**config.mk**
```make
export PLATFORM = sky130hd
export DESIGN_NAME = led_matrix_gray_frame_packer
export DESIGN_NICKNAME = d
export VERILOG_FILES = /design/src/rtl/lmgfp_pkg.sv /design/src/rtl/led_matrix_gray_frame_packer.sv /design/src/rtl/lmgfp_level_store.sv /design/src/rtl/lmgfp_sequencer.sv /design/src/rtl/lmgfp_datapath.sv
export SDC_FILE = /design/constraint.sdc
export NUM_CORES = 1
export LEC_CHECK = 0
export BUFFER_PORTS_ARGS = -buffer_cell sky130_fd_sc_hd__buf_4
export CORE_MARGIN = 2
export CORE_UTILIZATION = 35
export DETAILED_ROUTE_END_ITERATION = 7
export GPL_ROUTABILITY_DRIVEN = 0
export PLACE_DENSITY_LB_ADDON = 0.2
export SYNTH_ARGS = -nofsm -noshare
export SYNTH_HDL_FRONTEND = slang
export SYNTH_SLANG_ARGS = --single-unit
```
**constraint.sdc**
```tcl
create_clock -name clock -period 3.2 [get_ports clock]
set_input_delay 0.64 -clock clock [delete_from_list [all_inputs] [get_ports clock]]
set_output_delay 0.64 -clock clock [all_outputs]
set_load 0.005 [all_outputs]
```
**src/rtl/lmgfp_pkg.sv**
```systemverilog
// shared types, constants and the microcode rom of the gray frame packer
// no dependencies: every other file refers to this package by scoped names
`timescale 1ns / 1ps

package lmgfp_pkg;

   localparam int LED_COUNT   = 64;
   localparam int LED_ADDR_W  = 6;
   localparam int LEVEL_W     = 4;
   localparam int GRAY_W      = 12;
   localparam int COL_W       = 2;
   localparam int SLOT_W      = 4;
   localparam int PAIRS       = 8;
   localparam int PAIR_W      = 3;
   localparam int STEP_W      = 2;

   // item kinds
   localparam logic [1:0] KIND_SET_ONE = 2'd0;
   localparam logic [1:0] KIND_SET_ALL = 2'd1;
   localparam logic [1:0] KIND_TICK    = 2'd2;

   // power states seen at a tick
   localparam logic [1:0] POWER_OFF = 2'd0;
   localparam logic [1:0] POWER_ON  = 2'd1;

   // microcode steps
   localparam logic [STEP_W-1:0] STEP_HEAD   = 2'd0;
   localparam logic [STEP_W-1:0] STEP_A_HIGH = 2'd1;
   localparam logic [STEP_W-1:0] STEP_MIDDLE = 2'd2;
   localparam logic [STEP_W-1:0] STEP_B_LOW  = 2'd3;

   typedef struct packed {
      logic [1:0]            kind;
      logic [LED_ADDR_W-1:0] led_index;
      logic [LEVEL_W-1:0]    level;
      logic [1:0]            power_state;
   } req_type;

   typedef struct packed {
      logic [7:0] data_byte;
      logic       last;
   } rsp_type;

   typedef enum logic [1:0] {
      SEL_COLUMN,
      SEL_A_HIGH,
      SEL_MIDDLE,
      SEL_B_LOW
   } emit_sel_type;

   typedef enum logic {
      JUMP_NEXT,
      JUMP_LOOP
   } jump_type;

   typedef struct packed {
      emit_sel_type       sel;
      logic               rd_en;
      logic               latch_a;
      logic               latch_b;
      jump_type           jump;
      logic [STEP_W-1:0]  target;
   } ucode_word_type;

   // sequencer to datapath and level store
   typedef struct packed {
      logic                  emit;
      emit_sel_type          sel;
      logic                  last;
      logic                  blank;
      logic [COL_W-1:0]      col;
      logic                  latch_a;
      logic                  latch_b;
      logic                  rd_en;
      logic [LED_ADDR_W-1:0] rd_addr;
   } ctrl_type;

   function automatic ucode_word_type ucode_rom(input logic [STEP_W-1:0] step);
      ucode_word_type w;
      w = '0;
      unique case (step)
         STEP_HEAD: begin
            w.sel = SEL_COLUMN; w.rd_en = 1'b1; w.latch_a = 1'b1;
            w.jump = JUMP_NEXT; w.target = STEP_A_HIGH;
         end
         STEP_A_HIGH: begin
            w.sel = SEL_A_HIGH; w.rd_en = 1'b1; w.latch_b = 1'b1;
            w.jump = JUMP_NEXT; w.target = STEP_MIDDLE;
         end
         STEP_MIDDLE: begin
            w.sel = SEL_MIDDLE; w.latch_a = 1'b1;
            w.jump = JUMP_NEXT; w.target = STEP_B_LOW;
         end
         STEP_B_LOW: begin
            w.sel = SEL_B_LOW; w.rd_en = 1'b1;
            w.jump = JUMP_LOOP; w.target = STEP_A_HIGH;
         end
         default: w = '0;
      endcase
      return w;
   endfunction

   function automatic logic [GRAY_W-1:0] gamma(input logic [LEVEL_W-1:0] level);
      logic [GRAY_W-1:0] g;
      unique case (level)
         4'd0:  g = 12'd0;
         4'd1:  g = 12'd14;
         4'd2:  g = 12'd35;
         4'd3:  g = 12'd62;
         4'd4:  g = 12'd99;
         4'd5:  g = 12'd150;
         4'd6:  g = 12'd219;
         4'd7:  g = 12'd313;
         4'd8:  g = 12'd441;
         4'd9:  g = 12'd614;
         4'd10: g = 12'd849;
         4'd11: g = 12'd1170;
         4'd12: g = 12'd1605;
         4'd13: g = 12'd2197;
         4'd14: g = 12'd3002;
         4'd15: g = 12'd4095;
         default: g = '0;
      endcase
      return g;
   endfunction

   function automatic logic [7:0] select_pattern(input logic [COL_W-1:0] col);
      logic [7:0] p;
      unique case (col)
         2'd0: p = 8'b1101_1101;
         2'd1: p = 8'b1011_1011;
         2'd2: p = 8'b0111_0111;
         2'd3: p = 8'b1110_1110;
         default: p = '0;
      endcase
      return p;
   endfunction

   // odd columns run their leds in descending order
   function automatic logic [LED_ADDR_W-1:0] led_addr(input logic [COL_W-1:0] col,
                                                      input logic [SLOT_W-1:0] slot);
      return {col, (col[0] ? ~slot : slot)};
   endfunction

endpackage

```
**src/rtl/led_matrix_gray_frame_packer.sv**
```systemverilog
// top level of the gray frame packer for a four-column 64-led matrix
// depends on lmgfp_pkg, lmgfp_level_store, lmgfp_sequencer, lmgfp_datapath
`timescale 1ns / 1ps

// usage
//   an item is taken on a rising edge with start high and busy low
//   set one led / set all leds: the 4-bit step is stored, busy
//     never rises, the next item may follow on the next edge
//   tick with power on: 25 bytes, column select pattern then 16 levels packed
//     two 12-bit values into three bytes; odd columns run in descending order
//   tick in a transitional power state: select pattern of column 0, 24 zeros
//   tick with power off: nothing is sent and the column stays
// frame output
//   the accepting edge sets the sequencer running, the output register then takes
//   the column byte, and one byte follows every cycle with no gaps, last marking
//   the 25th; busy stays high with one microcode step per byte and three per
//   level pair over a single read port of the store, and drops only after the
//   last step, so no new item is taken until the frame's last step is done
// output side
//   each byte is valid for exactly one cycle under rsp_strobe; the receiver
//   cannot stall, so it must take every strobed byte
// reset
//   synchronous, active high: all levels read as zero, column 0, idle

module led_matrix_gray_frame_packer (
   input  logic                 clock,
   input  logic                 reset,
   input  logic                 start,
   output logic                 busy,
   input  lmgfp_pkg::req_type   req_item,
   output logic                 rsp_strobe,
   output lmgfp_pkg::rsp_type   rsp_item
);

   lmgfp_pkg::ctrl_type              ctrl;
   logic [lmgfp_pkg::LEVEL_W-1:0]    rd_level;
   logic                             accept;
   logic                             wr_one;
   logic                             wr_all;

   // set items go straight into the level store
   assign accept = start && !busy;
   assign wr_one = accept && (req_item.kind == lmgfp_pkg::KIND_SET_ONE);
   assign wr_all = accept && (req_item.kind == lmgfp_pkg::KIND_SET_ALL);

   // program sequencer: walks the frame and issues store reads ahead of use
   lmgfp_sequencer u_sequencer (
      .clock    (clock),
      .reset    (reset),
      .start    (start),
      .req_item (req_item),
      .busy     (busy),
      .ctrl     (ctrl)
   );

   // level store: one write port for set items, one registered read port
   lmgfp_level_store u_level_store (
      .clock    (clock),
      .reset    (reset),
      .wr_one   (wr_one),
      .wr_all   (wr_all),
      .wr_addr  (req_item.led_index),
      .wr_level (req_item.level),
      .rd_en    (ctrl.rd_en),
      .rd_addr  (ctrl.rd_addr),
      .rd_level (rd_level)
   );

   // gamma, packing and the output register
   lmgfp_datapath u_datapath (
      .clock      (clock),
      .reset      (reset),
      .ctrl       (ctrl),
      .rd_level   (rd_level),
      .rsp_strobe (rsp_strobe),
      .rsp_item   (rsp_item)
   );

endmodule

```
**src/rtl/lmgfp_level_store.sv**
```systemverilog
// led level store: 4-bit steps in a 64-entry memory, valid bits and fill level
// depends on lmgfp_pkg
`timescale 1ns / 1ps

module lmgfp_level_store (
   input  logic                                clock,
   input  logic                                reset,
   input  logic                                wr_one,
   input  logic                                wr_all,
   input  logic [lmgfp_pkg::LED_ADDR_W-1:0]    wr_addr,
   input  logic [lmgfp_pkg::LEVEL_W-1:0]       wr_level,
   input  logic                                rd_en,
   input  logic [lmgfp_pkg::LED_ADDR_W-1:0]    rd_addr,
   output logic [lmgfp_pkg::LEVEL_W-1:0]       rd_level
);

   logic [lmgfp_pkg::LEVEL_W-1:0]   level_mem_ff [lmgfp_pkg::LED_COUNT];
   logic [lmgfp_pkg::LEVEL_W-1:0]   rd_data_ff;
   logic                            hit_ff;
   logic [lmgfp_pkg::LED_COUNT-1:0] valid_ff;
   logic [lmgfp_pkg::LED_COUNT-1:0] valid_in;
   logic [lmgfp_pkg::LEVEL_W-1:0]   fill_ff;
   logic [lmgfp_pkg::LEVEL_W-1:0]   fill_in;

   always_ff @(posedge clock) begin
      if (wr_one) begin
         level_mem_ff[wr_addr] <= wr_level;
      end
      if (rd_en) begin
         rd_data_ff <= level_mem_ff[rd_addr];
         hit_ff     <= valid_ff[rd_addr];
      end
   end

   // a set-all item clears every valid bit and becomes the fill level
   always_comb begin
      valid_in = valid_ff;
      fill_in  = fill_ff;
      if (wr_all) begin
         valid_in = '0;
         fill_in  = wr_level;
      end else if (wr_one) begin
         valid_in[wr_addr] = 1'b1;
      end
   end

   always_ff @(posedge clock) begin
      if (reset) begin
         valid_ff <= '0;
         fill_ff  <= '0;
      end else begin
         valid_ff <= valid_in;
         fill_ff  <= fill_in;
      end
   end

   assign rd_level = hit_ff ? rd_data_ff : fill_ff;

endmodule

```
**src/rtl/lmgfp_sequencer.sv**
```systemverilog
// microcoded frame sequencer: step counter, pair loop, read address generation
// depends on lmgfp_pkg (microcode rom, address map)
`timescale 1ns / 1ps

module lmgfp_sequencer (
   input  logic                 clock,
   input  logic                 reset,
   input  logic                 start,
   input  lmgfp_pkg::req_type   req_item,
   output logic                 busy,
   output lmgfp_pkg::ctrl_type  ctrl
);

   logic                              running_ff, running_in;
   logic [lmgfp_pkg::STEP_W-1:0]      step_ff, step_in;
   logic [lmgfp_pkg::PAIR_W-1:0]      pair_ff, pair_in;
   logic [lmgfp_pkg::SLOT_W-1:0]      slot_ff, slot_in;
   logic [lmgfp_pkg::COL_W-1:0]       col_ff, col_in;
   logic                              blank_ff, blank_in;
   logic [lmgfp_pkg::COL_W-1:0]       active_col_ff, active_col_in;
   lmgfp_pkg::ucode_word_type         uword;
   logic                              tick_go;
   logic                              pair_done;

   assign tick_go = start && !running_ff && (req_item.kind == lmgfp_pkg::KIND_TICK)
                    && (req_item.power_state != lmgfp_pkg::POWER_OFF);
   assign uword     = lmgfp_pkg::ucode_rom(step_ff);
   assign pair_done = (pair_ff == lmgfp_pkg::PAIR_W'(lmgfp_pkg::PAIRS - 1));
   assign busy      = running_ff;

   // next state
   always_comb begin
      running_in    = running_ff;
      step_in       = step_ff;
      pair_in       = pair_ff;
      slot_in       = slot_ff;
      col_in        = col_ff;
      blank_in      = blank_ff;
      active_col_in = active_col_ff;
      if (tick_go) begin
         running_in    = 1'b1;
         step_in       = lmgfp_pkg::STEP_HEAD;
         pair_in       = '0;
         slot_in       = lmgfp_pkg::SLOT_W'(1);
         blank_in      = (req_item.power_state != lmgfp_pkg::POWER_ON);
         col_in        = (req_item.power_state != lmgfp_pkg::POWER_ON) ? '0 : active_col_ff;
         active_col_in = active_col_ff + lmgfp_pkg::COL_W'(1);
      end else if (running_ff) begin
         if (uword.rd_en) begin
            slot_in = slot_ff + lmgfp_pkg::SLOT_W'(1);
         end
         unique case (uword.jump)
            lmgfp_pkg::JUMP_NEXT: step_in = uword.target;
            lmgfp_pkg::JUMP_LOOP: begin
               if (pair_done) begin
                  running_in = 1'b0;
                  step_in    = lmgfp_pkg::STEP_HEAD;
               end else begin
                  step_in = uword.target;
                  pair_in = pair_ff + lmgfp_pkg::PAIR_W'(1);
               end
            end
            default: step_in = uword.target;
         endcase
      end
   end

   // control word out
   always_comb begin
      ctrl = '0;
      if (running_ff) begin
         ctrl.emit    = 1'b1;
         ctrl.sel     = uword.sel;
         ctrl.last    = (uword.jump == lmgfp_pkg::JUMP_LOOP) && pair_done;
         ctrl.blank   = blank_ff;
         ctrl.col     = col_ff;
         ctrl.latch_a = uword.latch_a;
         ctrl.latch_b = uword.latch_b;
         ctrl.rd_en   = uword.rd_en;
         ctrl.rd_addr = lmgfp_pkg::led_addr(col_ff, slot_ff);
      end else begin
         ctrl.sel     = lmgfp_pkg::SEL_COLUMN;
         ctrl.rd_en   = tick_go;
         ctrl.rd_addr = lmgfp_pkg::led_addr(active_col_ff, '0);
      end
   end

   always_ff @(posedge clock) begin
      if (reset) begin
         running_ff    <= 1'b0;
         step_ff       <= lmgfp_pkg::STEP_HEAD;
         pair_ff       <= '0;
         slot_ff       <= '0;
         col_ff        <= '0;
         blank_ff      <= 1'b0;
         active_col_ff <= '0;
      end else begin
         running_ff    <= running_in;
         step_ff       <= step_in;
         pair_ff       <= pair_in;
         slot_ff       <= slot_in;
         col_ff        <= col_in;
         blank_ff      <= blank_in;
         active_col_ff <= active_col_in;
      end
   end

   a_head_after_tick: assert property (@(posedge clock) disable iff (reset)
      (running_ff && step_ff == lmgfp_pkg::STEP_HEAD) |-> $past(tick_go))
      else $error("frame head without an accepted tick");

   a_end_on_last: assert property (@(posedge clock) disable iff (reset)
      ($fell(running_ff) && $past(!reset)) |-> $past(ctrl.last))
      else $error("frame ended before its last item");

   a_column_advance: assert property (@(posedge clock) disable iff (reset)
      $rose(running_ff) |-> (active_col_ff == $past(active_col_ff) + lmgfp_pkg::COL_W'(1)))
      else $error("active column did not advance on a frame");

endmodule

```
**src/rtl/lmgfp_datapath.sv**
```systemverilog
// byte datapath: gamma lookup, level pair registers, byte select, output register
// depends on lmgfp_pkg (gamma and select tables, control struct)
`timescale 1ns / 1ps

module lmgfp_datapath (
   input  logic                            clock,
   input  logic                            reset,
   input  lmgfp_pkg::ctrl_type             ctrl,
   input  logic [lmgfp_pkg::LEVEL_W-1:0]   rd_level,
   output logic                            rsp_strobe,
   output lmgfp_pkg::rsp_type              rsp_item
);

   logic [lmgfp_pkg::GRAY_W-1:0] a_ff;
   logic [lmgfp_pkg::GRAY_W-1:0] b_ff;
   logic                         rsp_strobe_ff;
   lmgfp_pkg::rsp_type           rsp_ff, rsp_in;

   always_ff @(posedge clock) begin
      if (ctrl.latch_a) begin
         a_ff <= lmgfp_pkg::gamma(rd_level);
      end
      if (ctrl.latch_b) begin
         b_ff <= lmgfp_pkg::gamma(rd_level);
      end
   end

   // a[11:4], {a[3:0], b[11:8]}, b[7:0]
   always_comb begin
      rsp_in.last = ctrl.last;
      unique case (ctrl.sel)
         lmgfp_pkg::SEL_COLUMN: rsp_in.data_byte = lmgfp_pkg::select_pattern(ctrl.col);
         lmgfp_pkg::SEL_A_HIGH: rsp_in.data_byte = a_ff[11:4];
         lmgfp_pkg::SEL_MIDDLE: rsp_in.data_byte = {a_ff[3:0], b_ff[11:8]};
         lmgfp_pkg::SEL_B_LOW:  rsp_in.data_byte = b_ff[7:0];
         default:               rsp_in.data_byte = '0;
      endcase
      if (ctrl.blank && ctrl.sel != lmgfp_pkg::SEL_COLUMN) begin
         rsp_in.data_byte = '0;
      end
   end

   always_ff @(posedge clock) begin
      if (reset) begin
         rsp_strobe_ff <= 1'b0;
      end else begin
         rsp_strobe_ff <= ctrl.emit;
      end
      rsp_ff <= rsp_in;
   end

   assign rsp_strobe = rsp_strobe_ff;
   assign rsp_item   = rsp_ff;

endmodule

```
# After elaboration in Yosys (flattened, before gate mapping)

Memories as Yosys holds them, arrays and structs flattened. A register that Yosys moved wholly into a read port is not among the register bits.
Index checks and enable logic that the tools add are counted.

Output and inout port bits: 11
Flip-flop bits (word level): 94
Word-level logic and storage cells: 94
Memories: 3
Input port bits: 17
RAM bits: 256
Bits in latches: 0
ROM bits: 384

Memory list:

| name                       | depth | width | rd ports | clocked after memory_dff | wr ports | line                    | RTL |
|---|---|---|---|---|---|---|---|
| u_level_store.level_mem_ff | 64    | 4     | 1        | 1                        | 1        | lmgfp_level_store.sv:17 | `logic [lmgfp_pkg::LEVEL_W-1:0] level_mem_ff [lmgfp_pkg::LED_COUNT];` |
| (no name shown)            | 16    | 12    | 1        | 1                        | 0        | lmgfp_pkg.sv:105        | `unique case (level)` |
| (no name shown)            | 16    | 12    | 1        | 1                        | 0        | lmgfp_pkg.sv:105        |  |

Mux-type cells: 30
Reductions and logical operators: 24
Divide/modulo/power cells: 0
Equality and inequality tests: 13
Shift-type cells: 0
Bitwise operators: 4
$add $sub $neg: 3
Magnitude comparators: 3
$mul: 0

Operators by type and width:

| cell                  | number |
|---|---|
| $or A64 B64 Y64       | 1 |
| $pmux W8 S4           | 2 |
| $mux W1               | 15 |
| $eq A2 B2 Y1 const B  | 7 |
| $lt A6 B7 Y1 const B  | 2 |
| $mux W4               | 3 |
| $pmux W3 S4           | 1 |
| $eq A2 B1 Y1 const B  | 4 |
| $logic_and A1 B1 Y1   | 8 |
| $logic_not A2 Y1      | 4 |
| $pmux W2 S4           | 1 |
| $reduce_bool A2 Y1    | 4 |
| $mux W7               | 1 |
| $bmux W1 S6           | 1 |
| $demux W1 S6          | 1 |
| $ge A6 B1 Y1 const B  | 1 |
| $mux W2               | 3 |
| $reduce_or A2 Y1      | 3 |
| $mux W5               | 1 |
| $add A4 B1 Y4 const B | 1 |
| $not A4 Y4            | 1 |
| $pmux W2 S2           | 1 |
| $reduce_and A2 Y1     | 2 |
| $add A3 B1 Y3 const B | 1 |
| other kinds (7)       | 8 |

# Depth between registers and ports, before layout

Depth after elaboration: 7
Gate-level depth with buffers: 12
Mapped depth without buffers: 8

# By module

From an unflattened synthesis, not the netlist that was laid out.

Cells, all modules: 931
Area total of the unflattened synthesis: 15364.7 µm²

Modules (own cells, without submodules):

| module                       | times used | area each (µm²) | seq. area each (µm²) | cells each |
|---|---|---|---|---|
| lmgfp_level_store            | 1          | 12878.6         | 9198.8               | 707 |
| lmgfp_datapath               | 1          | 1530.2          | 920.9                | 121 |
| lmgfp_sequencer              | 1          | 928.4           | 300.3                | 101 |
| led_matrix_gray_frame_packer | 1          | 27.5            | 0.0                  | 2 |

# Worst setup path before layout

OpenSTA, ideal clock, no wires.

Kind: flip-flop to flip-flop
Start point: reg u_sequencer.slot_ff[1] (netlist name)
End point: reg u_level_store.hit_ff (data pin)
Clock period less this slack: 2.280 ns
Arrival: 2.014 ns
Data required time: 2.934 ns
Slack: 0.920 ns
Buffers on the path: 2
Stages on the path, launching flop included: 9
Library setup time: 0.266 ns
Path through: dfxtp_1 -> buf_6 -> buf_4 -> mux2_2 -> a221oi_1 -> nor3_1 -> or3_1 -> o32ai_1 -> a211oi_1

Word-level cells in the longest chain between the ends: 5

Ends and longest elaborated chain:

| element                           | line                    | RTL |
|---|---|---|
| from (decl)                       | lmgfp_sequencer.sv:17   | `logic [lmgfp_pkg::SLOT_W-1:0] slot_ff, slot_in;` |
| from (signal assigned)            | lmgfp_sequencer.sv:101  | `slot_ff <= slot_in;` |
| $not A4 Y4                        | lmgfp_pkg.sv:142        | `return {col, (col[0] ? ~slot : slot)};` |
| $mux W4 (*)                       | lmgfp_pkg.sv:142        |  |
| $mux W7 (*)                       | lmgfp_sequencer.sv:71   | `if (running_ff) begin` |
| $bmux W1 S6 (*)                   | lmgfp_level_store.sv:31 | `hit_ff <= valid_ff[rd_addr];` |
| $mux W1 (not written as such) (*) | lmgfp_level_store.sv:31 |  |
| to (signal assigned)              | lmgfp_level_store.sv:31 |  |
| to (decl)                         | lmgfp_level_store.sv:19 | `logic hit_ff;` |

Mark *: on every way between the ends. The rest lies on a longest branch, timed or not. The select of a mux whose other input is x is not followed.
A chain may end at the register's enable or synchronous reset.

# Worst setup path in the final report

Same ends and word-level chain as after synthesis.

==> flow_summary.json <==
{
  "n_antenna_cell": 0,
  "cts_sinks": 378,
  "slew_viol_final": 0,
  "min_period_over_period_pct": 97.6,
  "cp.required_ns": 3.60,
  "max_slew_margin_pct": 21.0,
  "grt_pass1_wl_um": 90500,
  "totalWireLength_um": 61100,
  "io_pins": 28,
  "synth.avg_cell_area_um2": 10.9,
  "fin_util_pct": 40.9,
  "mostFrequentLayoutCell": "edfxtp_1",
  "async_reset_ff_share_pct": 0,
  "rsz0062_at_grt": "false",
  "grt_pass1_vias": 13400,
  "finalHoldViolations": 0,
  "post_cts_buffers": 0,
  "fillCellCount": 4756,
  "worst_setup_path_end_kind": "register",
  "grt_max_degree": 66,
  "status": "complete, no violations",
  "clockBufferDepth": 3,
  "total_power_mw": 11.3,
  "ant_nets": 0,
  "ys.flop_type": "edfxtp_1",
  "max_freq_mhz": 320,
  "die_area_um2": 52700,
  "cts-root-buf": "clkbuf_16",
  "route.vias.total": 14100,
  "synth_edf_count": 285,
  "cts_tree": "done",
  "skew_ns": 0.0257,
  "fin_area_um2": 20500,
  "tns_ns": 0,
  "numPortBuffers": 27,
  "layout_min_cycle_time_ns": 3.12,
  "clk_latency_ns": 0.59,
  "syn2layout_area_growth_pct": 15.1,
  "tightest_slew_ns": 1.17,
  "die_y_um": 230,
  "nets": 1705,
  "fp-row-count": 82,
  "place_area_um2": 19100,
  "cp-start-kind": "register",
  "path_clk_slew_ns": 0.06,
  "dp_hpwl_um": 40500,
  "synthesis.nets": 1669,
  "grt_overflow_total": 0,
  "maxCapViolCount": 0,
  "firstDrtPassIters": 5,
  "drive_above_1_share_pct": 12.9,
  "first_iter_violations": 1706,
  "drc_errors": 0,
  "wl_per_cell_um": 25.7,
  "worst_ir_drop_vdd_mv": 0.339,
  "mostFrequentLayoutCells": "285 x edfxtp_1, 176 x a21oi_1, 169 x nand2_1",
  "ys_seq_elements": 378,
  "synthDistinctLibCells": 73,
  "hp-class": "in2reg",
  "h-tree-depth": 2,
  "vias_per_cell": 5.95,
  "die_w_um": 230,
  "grt_use_total_pct": 23.1,
  "critPathKind": "reg2reg",
  "arrival_ns": 3.52,
  "core-area_um2": 50200,
  "seq_area_um2": 10400,
  "power.leakage_nw": 6.89,
  "path_max_fanout": 12,
  "hold_buffers": 0,
  "syn_area_um2": 17800,
  "start_util_pct": 35.5,
  "cts_buffers": 44,
  "antenna_found_initial": 0,
  "multiInputGateArea_um2": 6740,
  "power.density_nw_per_um2": 553,
  "ys_warn_count": 0,
  "seq_area_frac_synth_pct": 58.5,
  "cts_resized": 0,
  "netlist_instances": 1635,
  "setup_viol": 0
}
synth_stat cells, types with 10 or more instances:
| cell type | number | area (um^2) |
|---|---|---|
| edfxtp_1 | 285 | 8560 |
| a21oi_1 | 176 | 881 |
| nand2_1 | 169 | 634 |
| nor2_1 | 152 | 571 |
| dfxtp_1 | 93 | 1860 |
| o21ai_0 | 66 | 330 |
| o21a_1 | 65 | 488 |
| a22oi_1 | 63 | 473 |
| clkbuf_1 | 52 | 195 |
| buf_2 | 48 | 240 |
| o221ai_1 | 42 | 368 |
| a211oi_1 | 34 | 255 |
| nand2b_1 | 28 | 175 |
| nor2b_1 | 24 | 150 |
| inv_1 | 22 | 82.6 |
| o22ai_1 | 22 | 138 |
| and2_1 | 20 | 125 |
| ha_1 | 17 | 213 |
| a22o_1 | 16 | 140 |
| mux2i_1 | 16 | 160 |
| a221oi_1 | 14 | 123 |
| nand3_1 | 14 | 70.1 |
| nor4_1 | 13 | 81.3 |
| mux2_2 | 12 | 135 |
| a2111oi_0 | 11 | 96.3 |
| or3_1 | 11 | 68.8 |
| nor3_1 | 10 | 50.1 |
cell type report:
type / count / area share [%]
sequential: 378 / 50.9
multi-input combinational: 1111 / 32.9
clock buffer: 57 / 5.91
timing repair buffer: 113 / 4.69
tap: 672 / 4.10
clock inverter: 25 / 1.15
inverter: 23 / 0.421
metal layers:
| metal | vias up | track usage (%) | share of wire (%) |
|---|---|---|---|
| li1 | 6272 | - | - |
| met1 | 7066 | 32.9 | 43 |
| met2 | 700 | 34.9 | 44 |
| met3 | 111 | 4.01 | 9.2 |
| met4 | 0 | 8.62 | 3.2 |
| met5 | - | 0 | 0 |
cells by family (layout without fill, tap and decap cells):
family | count (synthesis) | in the layout | share of synthesized area (%)
AO/OA/AOI/OAI | 582 | 582 | 21.9
XOR/XNOR | 12 | 12 | 0.759
adder cells (fa/ha/maj) | 17 | 17 | 1.19
buffers and inverters | 146 | 218 | 3.88
flip-flops | 378 | 378 | 58.5
multiplexers | 28 | 28 | 1.66
AND/OR/NAND/NOR | 472 | 472 | 12.1
per-stage QoR:
stage          instances  hold WS (ns)  setup WS [ns]
2_1_floorplan       1635         0.435          0.920
3_3_place_gp        2297         0.450          0.106
3_5_place_dp        2297         0.454         0.0920
4_1_cts             2379         0.305         0.0466
5_1_grt             2379         0.354        0.00317
6_report            2379         0.342         0.0758
worst paths after layout:
| kind | startpoint | endpoint | slack, ns | cells past startpoint |
|---|---|---|---|---|
| setup / recovery | u_sequencer.slot_ff[1]$_SDFFE_PP0P_ | u_level_store.hit_ff$_DFFE_PP_ | 0.08 | 9 |
| hold / removal | req_item[1] | u_sequencer.blank_ff$_SDFFE_PP0P_ | 0.34 | 3 |
| setup reg to reg | u_sequencer.slot_ff[1]$_SDFFE_PP0P_ | u_level_store.hit_ff$_DFFE_PP_ | 0.08 | 9 |
| hold reg to reg | u_level_store.valid_ff[14]$_SDFFE_PP0P_ | u_level_store.valid_ff[14]$_SDFFE_PP0P_ | 0.47 | 1 |
sequential cells by signal, indices dropped and copies added (netlist names):
| signal | cells |
|---|---|
| u_sequencer.busy | 1 |
| u_datapath.b_ff | 12 |
| u_sequencer.step_ff | 2 |
| u_level_store.rd_data_ff | 4 |
| u_sequencer.slot_ff | 4 |
| u_level_store.fill_ff | 4 |
| u_sequencer.active_col_ff | 2 |
| u_level_store.hit_ff | 1 |
| u_datapath.rsp_strobe | 1 |
| u_datapath.rsp_item | 9 |
| u_datapath.a_ff | 12 |
| u_sequencer.pair_ff | 3 |
| u_level_store.valid_ff | 64 |
| u_sequencer.blank_ff | 1 |
| u_sequencer.col_ff | 2 |
| u_level_store.level_mem_ff | 256 |
power breakdown:
group          leakage, nW  internal (mW)  switching (mW)
registers             3.32           5.30          0.0417
clock network        0.707           3.00            2.09
logic                 2.87          0.286           0.620
worst max-delay path: stages (launching register included):
cell      delay (ns)
dfxtp_2         0.59
xnor2_2         0.20
nor2_1          0.63
buf_4           0.28
nand2_1         0.06
a31o_1          0.20
a211oi_1        0.50
nor4_1          0.10
buf_4           0.16
a211oi_1        0.20
No activity file was read; power rests on OpenSTA's default activity.
